<file path="src/hdl/rtty_pkg.sv">
// ----------------------------------------------------------------------------
// RTTY sequencer package
// Shared codes, widths and types for the RTTY AFSK segment sequencer.
// ----------------------------------------------------------------------------
package rtty_pkg;

   // Number of Baudot data bits sent per character (5 to 8).
   localparam int DATA_BITS = 5;
   localparam int CODE_W = 5;
   localparam int PREAMBLE_STOPS = 5;
   localparam int QUEUE_DEPTH = 4;
   localparam int QUEUE_PTR_W = $clog2(QUEUE_DEPTH);
   localparam int BIT_IDX_W = $clog2(DATA_BITS + 2);

   // Command modes on the request channel.
   localparam logic [1:0] MODE_CHAR = 2'd0;
   localparam logic [1:0] MODE_PREAMBLE = 2'd1;
   localparam logic [1:0] MODE_END = 2'd2;
   localparam logic [1:0] MODE_DIDDLE = 2'd3;

   localparam logic [CODE_W-1:0] DIDDLE_CODE = 5'h1f;

   // Command kinds after classification.
   localparam logic [1:0] KIND_CHAR = 2'd0;
   localparam logic [1:0] KIND_PREAMBLE = 2'd1;
   localparam logic [1:0] KIND_END = 2'd2;

   // Line bit history codes.
   localparam logic [1:0] BIT_SPACE = 2'd0;
   localparam logic [1:0] BIT_MARK = 2'd1;
   localparam logic [1:0] BIT_STOP = 2'd2;
   localparam logic [1:0] BIT_UNKNOWN = 2'd3;

   // Envelope codes.
   localparam logic [1:0] ENV_STEADY = 2'd0;
   localparam logic [1:0] ENV_RISE = 2'd1;
   localparam logic [1:0] ENV_FALL = 2'd2;

   typedef logic [DATA_BITS-1:0] data_type;

   typedef struct packed {
      logic [1:0] kind;
      data_type data;
   } cmd_type;

   typedef struct packed {
      logic tone;
      logic [1:0] envelope;
      logic last;
      logic error;
   } seg_type;

   // Space is sent on the space tone (1); mark and stop on the mark tone (0).
   function automatic logic tone_of(input logic [1:0] bit_code);
      tone_of = (bit_code == BIT_SPACE);
   endfunction

endpackage

</file>
<file path="src/hdl/rtty_front.sv">
// ----------------------------------------------------------------------------
// RTTY front end
// Decodes a request transfer into a queued command (kind plus data bits).
// ----------------------------------------------------------------------------
module rtty_front import rtty_pkg::*; (
   input  logic [1:0]        mode,
   input  logic [CODE_W-1:0] code,
   output cmd_type           cmd
);

   always_comb begin
      cmd.data = data_type'(code);
      case (mode)
         MODE_CHAR: begin
            cmd.kind = KIND_CHAR;
         end
         MODE_PREAMBLE: begin
            cmd.kind = KIND_PREAMBLE;
         end
         MODE_END: begin
            cmd.kind = KIND_END;
         end
         MODE_DIDDLE: begin
            cmd.kind = KIND_CHAR;
            cmd.data = data_type'(DIDDLE_CODE);
         end
         default: begin
            cmd.kind = KIND_CHAR;
         end
      endcase
   end

endmodule

</file>
<file path="src/hdl/rtty_queue.sv">
// ----------------------------------------------------------------------------
// RTTY command queue
// Small register FIFO that decouples command intake from segment output.
// ----------------------------------------------------------------------------
module rtty_queue import rtty_pkg::*; (
   input  logic    clock,
   input  logic    reset,
   input  logic    push_valid,
   output logic    push_ready,
   input  cmd_type push_cmd,
   output logic    pop_valid,
   input  logic    pop_ready,
   output cmd_type pop_cmd
);

   cmd_type slot_ff [QUEUE_DEPTH];
   logic [QUEUE_PTR_W-1:0] wr_ptr_ff, wr_ptr_in;
   logic [QUEUE_PTR_W-1:0] rd_ptr_ff, rd_ptr_in;
   logic [QUEUE_PTR_W:0]   count_ff, count_in;
   logic push, pop;

   assign push_ready = (count_ff != (QUEUE_PTR_W+1)'(QUEUE_DEPTH));
   assign pop_valid  = (count_ff != '0);
   assign pop_cmd    = slot_ff[rd_ptr_ff];
   assign push       = push_valid && push_ready;
   assign pop        = pop_valid && pop_ready;

   always_comb begin
      wr_ptr_in = push ? wr_ptr_ff + 1'b1 : wr_ptr_ff;
      rd_ptr_in = pop ? rd_ptr_ff + 1'b1 : rd_ptr_ff;
      count_in  = count_ff;
      if (push && !pop) begin
         count_in = count_ff + 1'b1;
      end else if (pop && !push) begin
         count_in = count_ff - 1'b1;
      end
   end

   always_ff @(posedge clock) begin
      if (reset) begin
         wr_ptr_ff <= '0;
         rd_ptr_ff <= '0;
         count_ff  <= '0;
      end else begin
         wr_ptr_ff <= wr_ptr_in;
         rd_ptr_ff <= rd_ptr_in;
         count_ff  <= count_in;
      end
   end

   always_ff @(posedge clock) begin
      if (push) begin
         slot_ff[wr_ptr_ff] <= push_cmd;
      end
   end

endmodule

</file>
<file path="src/hdl/rtty_back.sv">
// ----------------------------------------------------------------------------
// RTTY segment sequencer back end
// Steps through the bits of one command and emits one half-bit segment per
// cycle, unless the receiver stalls, into a registered output stage.
// ----------------------------------------------------------------------------
module rtty_back import rtty_pkg::*; (
   input  logic    clock,
   input  logic    reset,
   input  logic    reverse,
   input  logic    cmd_valid,
   output logic    cmd_ready,
   input  cmd_type cmd,
   output logic    seg_valid,
   input  logic    seg_ready,
   output seg_type seg
);

   logic                 busy_ff, busy_in;
   logic [1:0]           kind_ff, kind_in;
   data_type             data_ff, data_in;
   logic [BIT_IDX_W-1:0] idx_ff, idx_in;
   logic [1:0]           half_ff, half_in;
   logic [1:0]           prev_ff, prev_in;
   logic                 out_valid_ff, out_valid_in;
   seg_type              out_seg_ff, out_seg_in;

   logic       advance;
   logic [1:0] cur_bit;
   logic       cur_tone, prev_tone;
   logic       last_half, last_bit;
   seg_type    next_seg;

   assign advance   = !out_valid_ff || seg_ready;
   assign cmd_ready = !busy_ff;
   assign seg_valid = out_valid_ff;
   assign seg       = out_seg_ff;

   always_comb begin
      if (kind_ff == KIND_PREAMBLE) begin
         cur_bit = BIT_STOP;
      end else if (idx_ff == '0) begin
         cur_bit = BIT_SPACE;
      end else if (idx_ff == BIT_IDX_W'(DATA_BITS + 1)) begin
         cur_bit = BIT_STOP;
      end else begin
         cur_bit = data_ff[0] ? BIT_MARK : BIT_SPACE;
      end
      cur_tone  = tone_of(cur_bit);
      prev_tone = tone_of(prev_ff);
      last_half = (cur_bit == BIT_STOP) ? (half_ff == 2'd2) : (half_ff == 2'd1);
      if (kind_ff == KIND_PREAMBLE) begin
         last_bit = (idx_ff == BIT_IDX_W'(PREAMBLE_STOPS - 1));
      end else begin
         last_bit = (idx_ff == BIT_IDX_W'(DATA_BITS + 1));
      end
   end

   // Segment for the current half-bit. The first two halves depend on the
   // bit before: rise from silence, steady on the same tone, or fall and
   // rise on a tone change. The third half of a stop bit is always steady.
   always_comb begin
      next_seg.tone     = cur_tone ^ reverse;
      next_seg.envelope = ENV_STEADY;
      next_seg.last     = last_half && last_bit;
      next_seg.error    = 1'b0;
      if (half_ff == 2'd0) begin
         if (prev_ff == BIT_UNKNOWN) begin
            next_seg.envelope = ENV_RISE;
         end else if (prev_tone != cur_tone) begin
            next_seg.tone     = prev_tone ^ reverse;
            next_seg.envelope = ENV_FALL;
         end
      end else if (half_ff == 2'd1) begin
         if (prev_ff != BIT_UNKNOWN && prev_tone != cur_tone) begin
            next_seg.envelope = ENV_RISE;
         end
      end
   end

   always_comb begin
      busy_in      = busy_ff;
      kind_in      = kind_ff;
      data_in      = data_ff;
      idx_in       = idx_ff;
      half_in      = half_ff;
      prev_in      = prev_ff;
      out_valid_in = out_valid_ff && !seg_ready;
      out_seg_in   = out_seg_ff;
      if (!busy_ff) begin
         if (cmd_valid) begin
            busy_in = 1'b1;
            kind_in = cmd.kind;
            data_in = cmd.data;
            idx_in  = '0;
            half_in = 2'd0;
         end
      end else if (advance) begin
         out_valid_in = 1'b1;
         if (kind_ff == KIND_END) begin
            busy_in = 1'b0;
            if (prev_ff == BIT_MARK || prev_ff == BIT_STOP) begin
               out_seg_in.tone     = reverse;
               out_seg_in.envelope = ENV_FALL;
               out_seg_in.last     = 1'b1;
               out_seg_in.error    = 1'b0;
               prev_in             = BIT_UNKNOWN;
            end else begin
               out_seg_in.tone     = 1'b0;
               out_seg_in.envelope = ENV_STEADY;
               out_seg_in.last     = 1'b1;
               out_seg_in.error    = 1'b1;
            end
         end else begin
            out_seg_in = next_seg;
            if (last_half) begin
               prev_in = cur_bit;
               half_in = 2'd0;
               idx_in  = idx_ff + 1'b1;
               if (kind_ff == KIND_CHAR && idx_ff != '0) begin
                  data_in = data_ff >> 1;
               end
               if (last_bit) begin
                  busy_in = 1'b0;
               end
            end else begin
               half_in = half_ff + 1'b1;
            end
         end
      end
   end

   always_ff @(posedge clock) begin
      if (reset) begin
         busy_ff      <= 1'b0;
         prev_ff      <= BIT_UNKNOWN;
         out_valid_ff <= 1'b0;
         kind_ff      <= KIND_CHAR;
         idx_ff       <= '0;
         half_ff      <= 2'd0;
      end else begin
         busy_ff      <= busy_in;
         prev_ff      <= prev_in;
         out_valid_ff <= out_valid_in;
         kind_ff      <= kind_in;
         idx_ff       <= idx_in;
         half_ff      <= half_in;
      end
   end

   always_ff @(posedge clock) begin
      data_ff    <= data_in;
      out_seg_ff <= out_seg_in;
   end

endmodule

</file>
<file path="src/hdl/rtty_afsk_segment_sequencer.sv">
// ----------------------------------------------------------------------------
// RTTY AFSK segment sequencer
// Turns RTTY commands into a stream of half-bit waveform segment codes.
// ----------------------------------------------------------------------------
// Usage:
// The req_ channel takes one command per transfer: send a character, send
// a preamble of five stop bits, end the transmission, or send a diddle. The
// rsp_ channel returns one transfer per half-bit segment, giving the tone,
// the envelope (steady, rise or fall) and tlast on the final segment of the
// command. An end request after a space bit or from silence returns a single
// transfer with tuser set and no segment. The csr_ port writes the reverse
// bit, which swaps the mark and space tones; write it only while idle.
// A character, a diddle or a preamble yields 15 segments; the generator
// loads each command and then produces one segment per cycle unless the
// receiver stalls. The first segment passes the command queue, the
// generator load and the output register. A four-entry command queue sits
// between intake and the generator, so further requests are taken while
// segments are still being produced. When the receiver stalls, the output
// register holds its segment and the generator waits; requests keep being
// taken until the queue fills. Reset empties the queue, drops any pending
// segment, clears reverse and returns the line history to silence.
// ----------------------------------------------------------------------------
module rtty_afsk_segment_sequencer import rtty_pkg::*; (
   input  logic       clock,
   input  logic       reset,
   input  logic       req_tvalid,
   output logic       req_tready,
   input  logic [7:0] req_tdata,   // [1:0] mode, [6:2] code, [7] zero
   output logic       rsp_tvalid,
   input  logic       rsp_tready,
   output logic [7:0] rsp_tdata,   // [0] tone, [2:1] envelope, [7:3] zero
   output logic       rsp_tlast,
   output logic [0:0] rsp_tuser,   // [0] error
   input  logic       csr_valid,
   output logic       csr_ready,
   input  logic       csr_data
);

   logic    reverse_ff, reverse_in;
   cmd_type front_cmd;
   cmd_type queue_cmd;
   logic    queue_valid;
   logic    back_ready;
   seg_type out_seg;

   // The reverse register accepts a write on every cycle.
   assign csr_ready  = 1'b1;
   assign reverse_in = (csr_valid && csr_ready) ? csr_data : reverse_ff;

   always_ff @(posedge clock) begin
      if (reset) begin
         reverse_ff <= 1'b0;
      end else begin
         reverse_ff <= reverse_in;
      end
   end

   rtty_front u_front (
      .mode (req_tdata[1:0]),
      .code (req_tdata[6:2]),
      .cmd  (front_cmd)
   );

   rtty_queue u_queue (
      .clock      (clock),
      .reset      (reset),
      .push_valid (req_tvalid),
      .push_ready (req_tready),
      .push_cmd   (front_cmd),
      .pop_valid  (queue_valid),
      .pop_ready  (back_ready),
      .pop_cmd    (queue_cmd)
   );

   rtty_back u_back (
      .clock     (clock),
      .reset     (reset),
      .reverse   (reverse_ff),
      .cmd_valid (queue_valid),
      .cmd_ready (back_ready),
      .cmd       (queue_cmd),
      .seg_valid (rsp_tvalid),
      .seg_ready (rsp_tready),
      .seg       (out_seg)
   );

   assign rsp_tdata = {5'b0, out_seg.envelope, out_seg.tone};
   assign rsp_tlast = out_seg.last;
   assign rsp_tuser = out_seg.error;

endmodule

</file>
<file path="config.mk">
export PLATFORM = sky130hd
export DESIGN_NAME = rtty_afsk_segment_sequencer
export DESIGN_NICKNAME = d
export VERILOG_FILES = /design/src/hdl/rtty_pkg.sv /design/src/hdl/rtty_front.sv /design/src/hdl/rtty_queue.sv /design/src/hdl/rtty_back.sv /design/src/hdl/rtty_afsk_segment_sequencer.sv
export SDC_FILE = /design/constraint.sdc
export NUM_CORES = 1
export LEC_CHECK = 0
export ABC_AREA = 0
export BUFFER_PORTS_ARGS = -buffer_cell sky130_fd_sc_hd__buf_2
export CORE_MARGIN = 4
export CORE_UTILIZATION = 63
export DETAILED_ROUTE_END_ITERATION = 6
export GPL_TIMING_DRIVEN = 0
export PLACE_DENSITY = 0.8
export REMOVE_ABC_BUFFERS = 1
export SYNTH_ARGS = -nofsm -noshare
export SYNTH_HDL_FRONTEND = slang
export SYNTH_HIERARCHICAL = 1
export SYNTH_SLANG_ARGS = --single-unit
</file>
<file path="constraint.sdc">
create_clock -name clock -period 4.9 [get_ports clock]
set_clock_uncertainty 0.2 [all_clocks]
set_input_delay 0 -clock clock [delete_from_list [all_inputs] [get_ports clock]]
set_output_delay 0 -clock clock [all_outputs]
set_load 0.005 [all_outputs]
</file>
==> impl_metrics.ini <==
[logic_synthesis]
yosysSeqAreaShare_pct = 55.7
synth_flop_cell = edfxtp_1
synth_top_cell_by_area = edfxtp_1
synthArstFlopShare_pct = 0
syn_avg_cell_area_um2 = 12.8
yosys-top-cells-area = edfxtp_1, dfxtp_1, ha_1
ys_ff_latch = 59
yosysTopAreaCellShare_pct = 40.7
netlist_instances = 219
synthesis.area_um2 = 2800
synth_edf_count = 38
synth_warnings = 6
ys_types = 54

[run]
maxCapViolCount = 0

[power_and_ir_drop]
power_mw = 1.65
p_clk_share_pct = 26.1
seqPwrFrac_pct = 45.1
peakVddDrop_mv = 0.318
sw_frac_of_total_pct = 30.6
p_comb_share_pct = 28.8
leakage_nw = 1.27
p_int_mw = 1.14
p_per_area_nw_per_um2 = 506
power_switching_uw = 505

[grt]
grt_pass1_vias = 1815
grt_usage_pct = 20.5
grt_overflow = 0
antenna_found_initial = 0
grt_start_max_net_pins = 23
grt_pass1_wl_um = 8450

[clocking]
cts_resized = 0
clk_pin_slew_ns = 0.06
cts.sinks = 59
cts_root_buf = clkbuf_8
clock_path_buffers = 2
numCtsBuffers = 9
cts.hold.buffers_added = 15
clock_latency_ns = 0.33
htreeDepth = 3
cts_tree = built
cts_setup_buffers = 0

[placement]
gp_congestion = 0.991
hpwl_um = 3430
post-place-ws_ns = 2.34
port_buffers = 19
place_inst = 281

[routing]
vias_per_cell = 5.72
drc = 0
drt_iter0_markers = 115
routed_wl_um = 5130
drtAntennaViolNets = 0
wl_per_cell_um = 16.4
num_vias = 1784
first_pass_iters = 4

[floorplanning]
die-area_um2 = 5580
start_util_pct = 67.6
die_w_um = 74.7
die_height_um = 74.7
core.rowCount = 23
coreArea_um2 = 4140
pin_count = 27

[timing]
slew_viol_final = 0
slew_headroom_pct = 64.5
fmax_ghz = 0.389
max_slew.worst_pin.slew_ns = 0.531
layout_setup_ws_ns = 2.33
finalSetupTns_ns = 0
hold_viol = 0
setup_viol = 0
rsz0062_at_grt = no
fin_crit_sh_pct = 52.4
period_minus_slack_ns = 2.57

[worst_setup_path]
reg2reg_from = u_back/busy_ff
crit_fanout = 14
reg2reg_depth = 8
crit_chain = inv_1 > o31ai_2 > ha_1 > inv_1 > fa_1 > xor2_1 > or3_1 > a21oi_1
cp_slowest_stage_delay_ns = 0.65
critPathKind = flop to flop
end_kind = flop
rrSetupSlack_ns = 2.33
critPathLaunchType = flop
r2r_end = u_queue/count_ff[2]
crit_top_cell = inv_1
slowest_stage = dfxtp_1
worstPathArrival_ns = 2.62
crit_required_ns = 4.95

[layout]
drive_gt1_share_pct = 23.3
fillers = 265
num-nets-final = 285
area_growth_syn_to_layout_pct = 16.1
antennaDiodeCount = 0
multi_input_area_um2 = 1140
fin_util_pct = 78.5
final_cell_count_no_fill = 312
regArea_um2 = 1560

[hold_path]
hold_class = flop to flop
min_from = u_back/half_ff[1]
hold_depth = 2
min_to = u_back/half_ff[1]

[status]
status = complete, no violations
[metrics by stage]
step | instance area (um2) | hold WS [ns]
6_report | 3250 | 0.286
5_1_grt | 3250 | 0.311
4_1_cts | 3250 | 0.288
3_5_place_dp | 2910 | 0.0622
3_3_place_gp | 2910 | 0.0333
2_1_floorplan | 2750 | -0.131
[cell usage after synthesis, types with 2 or more instances]
| library cell | n |
|---|---|
| edfxtp_1 | 38 |
| dfxtp_1 | 21 |
| nor2_1 | 17 |
| ha_1 | 13 |
| inv_1 | 13 |
| nand2_1 | 9 |
| a21oi_1 | 8 |
| buf_4 | 7 |
| mux4_2 | 7 |
| nand2b_1 | 7 |
| a21o_2 | 6 |
| o21ai_0 | 6 |
| and2_1 | 5 |
| mux2i_1 | 5 |
| mux2_2 | 4 |
| nand4_1 | 4 |
| xor2_1 | 4 |
| nor2b_1 | 3 |
| buf_1 | 2 |
| conb_1 | 2 |
| nand3_1 | 2 |
| o31ai_1 | 2 |
| or3_1 | 2 |
| xnor2_1 | 2 |
[how the worst max path moves through the flow]
stage | startpoint | to | cells after the start
CTS | u_back/busy_ff | u_queue/count_ff[2] | 8
finish | u_back/busy_ff | u_queue/count_ff[2] | 8
global route | u_back/busy_ff | u_queue/count_ff[2] | 8
global placement | u_back/busy_ff | u_queue/count_ff[2] | 8
floorplan | u_back/busy_ff | u_queue/count_ff[2] | 8
detailed placement | u_back/busy_ff | u_queue/count_ff[2] | 8
[state kept, by name (all words and copies together), names as in the netlist, named ones only]
name               flops
reverse_ff             1
u_back/busy_ff         1
u_back/data_ff         5
u_back/half_ff         2
u_back/idx_ff          3
u_back/kind_ff         2
u_back/prev_ff         2
u_back/seg             5
u_back/seg_valid       1
u_queue/count_ff       3
u_queue/rd_ptr_ff      2
u_queue/slot_ff       28
u_queue/wr_ptr_ff      2
[layer usage]
layer	share of wire, %	GRT usage [%]
met1	43	27.0
met3	6.6	4.27
met2	50	33.2
met4	1.2	8.89
met5	0	0
[power by group through the flow]
stage / registers (mW) / clock network, mW / logic (mW)
2_1_floorplan: 0.730 / 0 / 0.349
3_3_place_gp: 0.745 / 0 / 0.434
3_5_place_dp: 0.753 / 0 / 0.457
4_1_cts: 0.743 / 0.437 / 0.473
5_1_grt: 0.756 / 0.460 / 0.529
6_report: 0.743 / 0.429 / 0.475
[cell families (layout without fill, tap and decap cells)]
group           after synthesis  in the layout  share of synthesized area, %
simple gates                 60             60                          11.5
flops                        59             59                          55.7
compound gates               37             37                          10.4
buf+inv                      24             63                          4.20
mux                          17             17                          9.55
fa+ha+maj                    14             14                          6.52
xor+xnor                      6              6                          1.87
other cells                   2              6                         0.268
[layout by cell type (no fill, tap or decap), types with 7 or more instances in the layout]
cell and instances:
a21oi_1 8, buf_2 19, clkbuf_8 11, dfxtp_1 21, dlygate4sd3_1 15, edfxtp_1 38
ha_1 13, inv_1 13, mux4_2 7, nand2_1 9, nand2b_1 7, nor2_1 17
[worst max-delay path: cells and delay by family, from the launching register on]
family | cells | cell delay (ns)
AOI/OAI and AO/OA | 2 | 0.28
and+or+nand+nor | 1 | 0.32
DFF | 1 | 0.65
buffers and inverters | 2 | 0.27
adders and majority gates | 2 | 0.62
xor gates and xnor gates | 1 | 0.16
[area by class of cell]
class | instances | area share (%)
inverter | 13 | 1.50
multi-input combinational | 140 | 35.0
sequential | 59 | 48.0
clock buffer | 13 | 4.88
timing repair buffer | 34 | 7.54
clock inverter | 3 | 1.19
tap | 50 | 1.92
Power figures use the tool's default switching activity.
